==> src/hw/rtl/smft_pkg.sv <==
`timescale 1ns / 1ps
// Package for the sorted multiset floor-take block.
// Holds the result codes, the controller states and the command and status structs.
// Used by smft_ctrl, smft_datapath and sorted_multiset_floor_take.
package smft_pkg;

  localparam int unsigned VALUE_W = 32;
  localparam int unsigned OCC_W   = 11;

  localparam logic CMD_INSERT = 1'b0;
  localparam logic CMD_TAKE   = 1'b1;

  typedef enum logic [1:0] {
    ST_INSERTED = 2'd0,
    ST_FULL     = 2'd1,
    ST_TAKEN    = 2'd2,
    ST_NOMATCH  = 2'd3
  } status_e;

  typedef enum logic [1:0] {
    S_IDLE,
    S_SCAN,
    S_MOVE
  } ctrl_state_e;

  typedef struct packed {
    logic    load_take;
    logic    do_insert;
    logic    scan;
    logic    fetch_last;
    logic    move;
    logic    emit;
    status_e status;
  } dp_cmd_t;

  typedef struct packed {
    logic full;
    logic empty;
    logic scan_done;
    logic found;
  } dp_stat_t;

endpackage

==> src/hw/rtl/smft_ctrl.sv <==
`timescale 1ns / 1ps
// Controller state machine of the sorted multiset floor-take block.
// Sequences inserts, the take scan and the hole fill; depends on smft_pkg.
module smft_ctrl (
  input  logic            clk_i,
  input  logic            rst_ni,
  input  logic            start,
  input  logic            cmd_i,
  input  smft_pkg::dp_stat_t stat_i,
  output smft_pkg::dp_cmd_t  cmd_o,
  output logic            busy
);

  smft_pkg::ctrl_state_e state_q, state_d;

  always_ff @(posedge clk_i or negedge rst_ni) begin
    if (!rst_ni) begin
      state_q <= smft_pkg::S_IDLE;
    end else begin
      state_q <= state_d;
    end
  end

  always_comb begin
    state_d = state_q;
    cmd_o   = '0;
    cmd_o.status = smft_pkg::ST_INSERTED;
    case (state_q)
      smft_pkg::S_IDLE: begin
        if (start) begin
          if (cmd_i == smft_pkg::CMD_TAKE) begin
            if (stat_i.empty) begin
              cmd_o.emit   = 1'b1;
              cmd_o.status = smft_pkg::ST_NOMATCH;
            end else begin
              cmd_o.load_take = 1'b1;
              state_d         = smft_pkg::S_SCAN;
            end
          end else begin
            cmd_o.emit = 1'b1;
            if (stat_i.full) begin
              cmd_o.status = smft_pkg::ST_FULL;
            end else begin
              cmd_o.do_insert = 1'b1;
              cmd_o.status    = smft_pkg::ST_INSERTED;
            end
          end
        end
      end
      smft_pkg::S_SCAN: begin
        cmd_o.scan = 1'b1;
        if (stat_i.scan_done) begin
          if (stat_i.found) begin
            cmd_o.fetch_last = 1'b1;
            state_d          = smft_pkg::S_MOVE;
          end else begin
            cmd_o.emit   = 1'b1;
            cmd_o.status = smft_pkg::ST_NOMATCH;
            state_d      = smft_pkg::S_IDLE;
          end
        end
      end
      smft_pkg::S_MOVE: begin
        cmd_o.move   = 1'b1;
        cmd_o.emit   = 1'b1;
        cmd_o.status = smft_pkg::ST_TAKEN;
        state_d      = smft_pkg::S_IDLE;
      end
      default: begin
        state_d = smft_pkg::S_IDLE;
      end
    endcase
  end

  assign busy = (state_q != smft_pkg::S_IDLE);

endmodule

==> config.mk <==
export PLATFORM = sky130hd
export DESIGN_NAME = smft_ctrl
export DESIGN_NICKNAME = d
export VERILOG_FILES = /design/src/hw/rtl/smft_pkg.sv /design/src/hw/rtl/smft_ctrl.sv
export SDC_FILE = /design/constraint.sdc
export NUM_CORES = 1
export LEC_CHECK = 0
export BUFFER_PORTS_ARGS = -buffer_cell sky130_fd_sc_hd__buf_4
export CAP_MARGIN = 30
export CORE_AREA = 4 4 41 43
export CTS_CLUSTER_SIZE = 28
export DETAILED_ROUTE_END_ITERATION = 7
export DIE_AREA = 0 0 45 47
export PLACE_DENSITY = 0.4
export SYNTH_ARGS = -nofsm -noshare
export SYNTH_HDL_FRONTEND = slang
export SYNTH_SLANG_ARGS = --single-unit
==> constraint.sdc <==
create_clock -name clk_i -period 2.6 [get_ports clk_i]
set_input_delay 0.39 -clock clk_i [delete_from_list [all_inputs] [get_ports clk_i]]
set_output_delay 0.39 -clock clk_i [all_outputs]
set_load 0.01 [all_outputs]
Word level (Yosys, flattened, before mapping)
Index checks and enable logic that the tools add are counted.
Widths: inputs -> output; s select.
{"block": "totals", "wordCells": 33, "regBits": 2}
{"block": "classes", "n_mux": 23, "eq_ne": 6, "n_reduce_logical": 3}
{"operator": "$mux 2", "count": 8}
{"operator": "$mux 3", "count": 5}
{"operator": "$pmux 3 s3", "count": 1}
{"operator": "$mux 1", "count": 8}
{"operator": "$ne 2x2->1 const B", "count": 4}
{"operator": "$pmux 2 s2", "count": 1}
{"operator": "$reduce_and 4->1", "count": 1}
{"operator": "$eq 2x1->1 const B", "count": 1}
{"operator": "$eq 2x2->1 const B", "count": 1}
{"operator": "$logic_not 2->1", "count": 1}
{"operator": "$reduce_bool 2->1", "count": 1}

Logic depth before layout (Yosys ltp)
Gate-level depths: netlist (run 1).
{"block": "depth", "word_depth": 4, "mapped_depth": 2}

Worst setup path before layout (run 1)
Ideal clock, no wire load.
{"block": "synth_timing", "path_kind": "reg2out", "startpoint": "register state_q[0]", "endpoint": "output port cmd_o[0] in the netlist's numbering", "arrival_time_ps": 922, "stages_incl_launch_ff": 3, "path_slack_ps": 1288, "cell_sequence": "dfrtp_1 -> nand2b_4 -> o31ai_1"}
{"element": "from (decl)", "line_no": "smft_ctrl.sv:14", "text": "smft_pkg::ctrl_state_e state_q, state_d;"}
{"element": "from (signal assigned)", "line_no": "smft_ctrl.sv:18", "text": "state_q <= smft_pkg::S_IDLE;"}
{"element": "from (signal assigned)", "line_no": "smft_ctrl.sv:20", "text": "state_q <= state_d;"}
{"element": "to (decl)", "line_no": "smft_ctrl.sv:10", "text": "output smft_pkg::dp_cmd_t cmd_o,"}

==> summary.md, run 1 <==
| Metric | Value |
|---|---|
| Outcome | `finished, final reports clean` |
| Count of final setup violators | `0` |
| Largest Register | `state_q` |
| Die Y | `47 um` |
| Setup total negative slack | `0 ns` |
| DP Wirelength | `574 um` |
| Vias post-DR | `251` |
| Fin crit share | `63.5%` |
| Max-slew headroom | `83.7%` |
| Post-Route WL | `690 um` |
| Drt drc | `0` |
| Largest registers | `state_q (2)` |
| CTS Buf Count | `3` |
| Remaining global-route overflow | `0` |
| Mapped cell area | `193 um2` |
| Worst EP arrival | `1.26 ns` |
| Largest net degree at the start of global routing | `9` |
| Sequential cell area fraction in the yosys report | `26.0%` |
| Max Fclk | `606 MHz` |
| Most frequent cells in the layout | `16 x buf_4, 3 x clkbuf_4` |
| Clk buf depth | `2` |
| Yosys warning count | `0` |
| Static leakage | `0.192 nW` |
| Final core occ | `28.0%` |
| Die area | `0.00212 mm2` |
| Post-Syn Nets | `29` |
| H-Tree Depth | `1` |
| Number of clock sinks | `2` |
| RSZ-0062 raised after global routing | `no` |
| Starting Density | `14.8%` |
| Fin nets | `51` |
| Placeable Area | `0.00130 mm2` |
| Area Growth Syn to Fin | `89.0%` |
| Layout cells sized above 1 | `53.7%` |
| DRT Pass-1 Iters | `1` |
| Max FFs per register | `2` |
| #FFs+latches synth | `2` |
| Syn Area/Cell | `9.18 um2` |
| Via-to-Cell Ratio | `4.48` |
| Reg clk slew, reported paths | `0.03 ns` |
| Routed Antenna Nets | `0` |
| Worst Clk Skew | `0.00119 ns` |
| Placed cell count | `52` |
| Number of global-route vias before repair | `252` |
| Endpoints failing hold | `0` |
| Setup crit start kind | `register` |
| Hold/Removal Path Class | `in -> reg` |
| # IOs | `17` |
| Post-cts resize count | `0` |
| Row count | `13` |
| Netlist cell types | `16` |
| CTS tree | `built` |
| Crit. End Element | `output port` |
| First-pass GRT wire length | `1090 um` |
| Clock Latency Late Sink | `0.22 ns` |
| Commonest non-fill, non-tap cell in the layout | `buf_4` |
| Root Driver | `clkbuf_4` |
| Gr usage total | `7.66%` |
| Antenna violations before repair | `0` |
| Post-Synthesis Cells | `21` |
| Routability cong. | `0.821` |
| Die width | `45 um` |
| 1st-iter DRT viols | `0` |
| Port Buffers | `16` |
| DR WL/cell | `12.3 um` |
| Final period demand of the worst path | `1.65 ns` |
| Tightest Pin Transition | `0.243 ns` |
| CP max FO | `8` |
| Max Cap Violations | `0` |
| Peak VDD IR | `0.175 mV` |
| Final Non-Filler Cells | `56` |
| Critical Path RT | `2.21 ns` |
| Antenna Diode Count | `0` |
| Pwr/cell area | `427 mW/mm2` |
| Setup CP Type | `reg -> out` |
| Slew Limit Fails | `0` |
final cells by class:
cell class,instances,area [um2]
multi-input cells,18,139
clock buffers,3,22.5
inverters,1,3.75
repair buffers,17,130
flip-flops and latches,2,50.0
fillers,152,937
well taps,15,18.8
where the power goes:
part	leakage (nW)	switching (mW)	internal, mW
registers	0.0270	0.00325	0.0332
clock network	0.0138	0.0152	0.0507
logic	0.151	0.0220	0.0312
total	0.192	0.0404	0.115
path summary, 6_finish.rpt:
check                      cells after the start        from  slack [ns]         end
setup / recovery                               3  state_q[1]        0.95    cmd_o[2]
max in group asynchronous                      2      rst_ni        2.03  state_q[0]
hold / removal                                 2   stat_i[0]        0.44  state_q[1]
hold reg to reg                                1  state_q[1]        0.59  state_q[0]
setup reg to reg                               2  state_q[0]        1.68  state_q[1]
min in group asynchronous                      2      rst_ni        0.48  state_q[1]
cell families (layout without fill, tap and decap cells):
| group | count (synthesis) | in the layout | share of synthesized area (%) |
|---|---|---|---|
| compound gates | 4 | 4 | 14.3 |
| buf+inv | 1 | 21 | 1.95 |
| flops | 2 | 2 | 26.0 |
| mux | 1 | 1 | 5.20 |
| simple gates | 13 | 13 | 52.6 |
synthesized netlist by cell type:
master | count | area [um2]
a21oi_1 | 1 | 5.00
nand4bb_1 | 2 | 22.5
nor3b_1 | 1 | 7.51
nor4_1 | 1 | 6.26
nand2b_4 | 1 | 13.8
nand2b_1 | 2 | 12.5
and3_1 | 2 | 12.5
nand2_1 | 1 | 3.75
nor2b_2 | 1 | 8.76
o211ai_1 | 2 | 15.0
and2b_1 | 1 | 7.51
or2_2 | 1 | 6.26
inv_1 | 1 | 3.75
mux2i_1 | 1 | 10.0
dfrtp_1 | 2 | 50.1
o31ai_1 | 1 | 7.51
metal layers:
| metal | GRT usage [%] | routed length [um] |
|---|---|---|
| met1 | 7.50 | 268 |
| met2 | 11.9 | 304 |
| met3 | 3.83 | 107 |
| met4 | 7.02 | 8 |
| met5 | 0 | 0 |
metrics by stage:
| step | instance area [um2] | power (mW) | worst slack, ns | hold WS [ns] |
|---|---|---|---|---|
| final | 364 | 0.155 | 0.950 | 0.441 |
| after CTS | 364 | 0.160 | 0.923 | 0.446 |
| after global placement | 332 | 0.0884 | 1.17 | 0.172 |
| after floorplan | 193 | 0.0589 | 1.29 | 0.0944 |
| after global routing | 364 | 0.170 | 0.860 | 0.442 |
| after detailed placement | 332 | 0.0895 | 1.14 | 0.173 |
critical path, stage by stage, from the launching register on:
cell       delay (ns)
dfrtp_1          0.45
nand4bb_1        0.29
o211ai_1         0.15
buf_4            0.15
repair_timing:
action                    4_1_cts  5_1_grt
hold buffers                    1        0
hold endpoints to repair        2        0
buffers inserted                0        0
No activity file was read; power rests on OpenSTA's default activity.
==> inputs of run 2 (changes only) <==
Clock period 2.6 ns to 1.6 ns, I/O delays scaled along.
==> summary.md, run 2 (synthesis results as in run 1) <==
| Metric | Value |
|---|---|
| Outcome | `finished, final reports clean` |
| Static leakage | `0.192 nW` |
| Reg clk slew, reported paths | `0.03 ns` |
| Setup crit start kind | `register` |
| RSZ-0062 raised after global routing | `no` |
| Routability cong. | `0.792` |
| Fin crit share | `93.1%` |
| Max FFs per register | `2` |
| Cell count of the worst hold path | `2` |
| Area of the multi-input gates | `139 um2` |
| Post-cts resize count | `0` |
| Setup CP Type | `reg -> out` |
| Max Fclk | `671 MHz` |
| Vias post-DR | `242` |
| Post-Route WL | `649 um` |
| Drt drc | `0` |
| Row count | `13` |
| Final Non-Filler Cells | `56` |
| 1st-iter DRT viols | `0` |
| Port Buffers | `16` |
| Max Cap Violations | `0` |
| Comb pwr share | `33.8%` |
| Flop pwr share | `23.0%` |
| H-Tree Depth | `1` |
| Reg2reg end | `state_q[1]` |
| Commonest non-fill, non-tap cell in the layout | `buf_4` |
| Hold Startpoint | `stat_i[0]` |
| Slew Limit Fails | `0` |
| Worst reg2reg startpoint | `state_q[0]` |
| Final period demand of the worst path | `1.49 ns` |
| Antenna Diode Count | `0` |
| Peak VDD IR | `0.286 mV` |
| Setup slack, reg-to-reg | `0.70 ns` |
| Net Switching | `0.0683 mW` |
| Placeable Area | `0.00130 mm2` |
| Internal cell power | `0.187 mW` |
| Switching share of power | `26.7%` |
| Max-slew headroom | `81.2%` |
| Hold Path End | `state_q[1]` |
| Die Y | `47 um` |
| CP max FO | `8` |
| Setup total negative slack | `0 ns` |
| Antenna violations before repair | `0` |
| Number of global-route vias before repair | `253` |
| Endpoints failing hold | `0` |
| Largest registers | `state_q (2)` |
| CTS Buf Count | `3` |
| Placed cell count | `52` |
| Count of final setup violators | `0` |
| Pwr/cell area | `702 mW/mm2` |
| CTS tree | `built` |
| Total Power | `0.256 mW` |
| Worst EP arrival | `1.25 ns` |
| Fin nets | `51` |
| Die area | `0.00212 mm2` |
| Die width | `45 um` |
| Gr usage total | `6.95%` |
| Remaining global-route overflow | `0` |
| Root Driver | `clkbuf_4` |
| Clock Power Share | `43.3%` |
| Routed Antenna Nets | `0` |
| DR WL/cell | `11.6 um` |
| Worst Clk Skew | `0.000547 ns` |
| Clock Latency Late Sink | `0.22 ns` |
| # IOs | `17` |
| Sequential cell area | `50.0 um2` |
| Via-to-Cell Ratio | `4.32` |
| Hold/Removal Path Class | `in -> reg` |
| Fillers | `145` |
| Largest Register | `state_q` |
| Area Growth Syn to Fin | `89.0%` |
| Clk buf depth | `2` |
| Worst R2R Path Depth | `2` |
| Critical Path RT | `1.36 ns` |
| First-pass GRT wire length | `1030 um` |
| Starting Density | `14.8%` |
| DRT Pass-1 Iters | `1` |
| Tightest Pin Transition | `0.280 ns` |
| Crit. End Element | `output port` |
| Most frequent cells in the layout | `16 x buf_4, 3 x clkbuf_4` |
| Number of clock sinks | `2` |
| Largest net degree at the start of global routing | `9` |
| Layout cells sized above 1 | `53.7%` |
| Final core occ | `28.0%` |
## run 2: cell counts in the layout (fill, tap and decap cells not counted)
No cell type changed its count.
## run 2: how the worst max path moves through the flow
stage / startpoint / end / slack, ns / cells past startpoint
after floorplan: state_q[0] / cmd_o[0] / 0.44 / 2
after CTS: state_q[1] / cmd_o[1] / 0.09 / 3
after global routing: state_q[1] / cmd_o[1] / 0.04 / 3
final: state_q[1] / cmd_o[1] / 0.11 / 3
after detailed placement: state_q[1] / cmd_o[1] / 0.33 / 3
after global placement: state_q[1] / cmd_o[1] / 0.34 / 3
## run 2: repair_timing
| item | 4_1_cts | 5_1_grt |
|---|---|---|
| hold endpoints to repair | 2 | 0 |
| hold buffers | 1 | 0 |
| setup buffers | 0 | 0 |
## run 2: worst max-delay path: stages (launching register included)
cell and delay, ns:
dfrtp_1 0.45, nand4bb_1 0.28, o211ai_1 0.14, buf_4 0.15
## run 2: per-stage QoR
stage	instance area [um2]	setup slack (ns)	hold WS, ns
after floorplan	193	0.438	-0.0556
after global routing	364	0.0380	0.292
after CTS	364	0.0913	0.273
after global placement	332	0.344	0.0245
final	364	0.110	0.279
after detailed placement	332	0.333	0.0244
## run 2: power by group through the flow
stage                     registers (mW)  clock network (mW)  logic [mW]
after floorplan                   0.0580                   0      0.0377
after global placement            0.0591                   0      0.0849
after detailed placement          0.0593                   0      0.0854
after CTS                         0.0588               0.117      0.0878
after global routing              0.0596               0.115      0.0945
final                             0.0587               0.111      0.0864
## run 2: area by class of cell
class                           instances  share of cell area [%]
Clock buffer                            3                    6.19
Sequential cell                         2                    13.7
Timing Repair Buffer                   17                    35.7
Tap cell                               15                    5.15
Multi-Input combinational cell         18                    38.1
Inverter                                1                    1.03
## run 2: layer usage
metal  GRT usage (%)  share of wire, %
met1            8.64                45
met2            9.89                41
met3            1.15                14
met4            7.02                 0
met5               0                 0
==> inputs of run 3 (changes only) <==
Settings changed: GPL_TIMING_DRIVEN set to 0.
==> summary.md, run 3 (synthesis results as in run 1) <==
| Metric | Value |
|---|---|
| Max FFs per register | `2` |
| Crit path max-delay cell type | `dfrtp_1` |
| Antenna Diode Count | `0` |
| Die width | `45 um` |
| Tightest Pin Transition | `0.277 ns` |
| Remaining global-route overflow | `0` |
| 1st-iter DRT viols | `0` |
| Fillers | `149` |
| Worst EP arrival | `1.26 ns` |
| Crit. End Element | `output port` |
| Sequential cell area | `50.0 um2` |
| Commonest non-fill, non-tap cell in the layout | `buf_4` |
| Gr usage total | `7.58%` |
| M1 GR Usage | `7.95%` |
| CP Cell Sequence | `nand2b_4 -> nor3b_1 -> buf_4` |
| Row count | `13` |
| Setup crit start kind | `register` |
| Cell count of the worst hold path | `2` |
| Number of global-route vias before repair | `261` |
| Final core occ | `29.7%` |
| DR WL/cell | `12.3 um` |
| Fin crit share | `93.6%` |
| Routed Antenna Nets | `0` |
| Worst Clk Skew | `0.00226 ns` |
| Number of clock sinks | `2` |
| Max Fclk | `668 MHz` |
| Outcome | `finished, final reports clean` |
| Clk buf depth | `2` |
| Placeable Area | `0.00130 mm2` |
| Hold/Removal Path Class | `in -> reg` |
| CP max stage delay | `0.45 ns` |
| Peak VDD IR | `0.252 mV` |
| Vias post-DR | `252` |
| Area of the multi-input gates | `161 um2` |
| Die area | `0.00212 mm2` |
| Die Y | `47 um` |
| Count of final setup violators | `0` |
| Most frequent cells in the layout | `16 x buf_4, 3 x clkbuf_4` |
| CTS Buf Count | `3` |
| DRT Pass-1 Iters | `1` |
| CP max FO | `7` |
| Starting Density | `14.8%` |
| Endpoints failing hold | `0` |
| Post-CTS setup buffer count | `0` |
| First-pass GRT wire length | `1100 um` |
| Static leakage | `0.194 nW` |
| H-Tree Depth | `1` |
| Setup total negative slack | `0 ns` |
| Reg clk slew, reported paths | `0.03 ns` |
| Fin nets | `51` |
| Via-to-Cell Ratio | `4.50` |
| Largest Register | `state_q` |
| Max-slew headroom | `81.6%` |
| Antenna violations before repair | `0` |
| Most used routing layer in global routing | `met2` |
| Final period demand of the worst path | `1.50 ns` |
| Critical Path RT | `1.36 ns` |
| Largest registers | `state_q (2)` |
| CTS tree | `built` |
| Worst R2R Path Depth | `2` |
| RSZ-0062 raised after global routing | `no` |
| Clock Latency Late Sink | `0.22 ns` |
| Setup CP Type | `reg -> out` |
| Port Buffers | `16` |
| Drt drc | `0` |
| Area Growth Syn to Fin | `101%` |
| Largest net degree at the start of global routing | `9` |
| Layout cells sized above 1 | `58.5%` |
| Slew Limit Fails | `0` |
| Max Cap Violations | `0` |
| # IOs | `17` |
| Met2 usage | `10.5%` |
| Routability cong. | `0.811` |
| DP Wirelength | `533 um` |
| Met3 Track Usage GR | `4.60%` |
| Pwr/cell area | `680 mW/mm2` |
| Root Driver | `clkbuf_4` |
| Post-Route WL | `688 um` |
[run 3: what timing repair did]
item                       in CTS  in global routing
setup endpoints to repair       0                  1
hold endpoints to repair        2                  0
hold buffers                    1                  0
resized for setup               0                  2
[run 3: final timing paths]
kind	from	to	slack (ns)
max in group asynchronous	rst_ni	state_q[0]	1.19
worst min register to register	state_q[1]	state_q[0]	0.61
worst max-delay path	state_q[0]	cmd_o[7]	0.10
worst min-delay path	stat_i[0]	state_q[1]	0.28
worst max register to register	state_q[0]	state_q[1]	0.65
min in group asynchronous	rst_ni	state_q[1]	0.33
[run 3: per-stage QoR]
stage	hold WS, ns	worst slack, ns	total power, mW	std cells	instance area, um2
4_1_cts	0.272	0.0877	0.264	56	364
2_1_floorplan	-0.0556	0.438	0.0957	21	193
6_report	0.277	0.102	0.263	56	387
5_1_grt	0.274	0.0197	0.289	56	387
3_3_place_gp	0.0222	0.354	0.143	52	332
3_5_place_dp	0.0236	0.331	0.145	52	332
[run 3: area by class of cell]
class	instances	share of cell area, %
Multi-Input combinational cell	18	41.7
Inverter	1	0.971
Clock buffer	3	5.83
Timing Repair Buffer	17	33.7
Tap cell	15	4.85
Sequential cell	2	12.9
[run 3: where the power goes]
group          switching [mW]  internal (mW)
sequential            0.00666         0.0539
clock                  0.0293         0.0829
combinational          0.0371         0.0533
total                  0.0730          0.190
[run 3: layer usage]
metal,vias to the layer above,routed length [um]
li1,122,-
met1,113,281
met2,17,303
met3,0,103
met4,0,0
met5,-,0
[run 3: critical path: cells and delay by family, from the launching register on]
family | cells | cell delay [ns]
simple gates | 2 | 0.42
buf+inv | 1 | 0.16
flops | 1 | 0.45
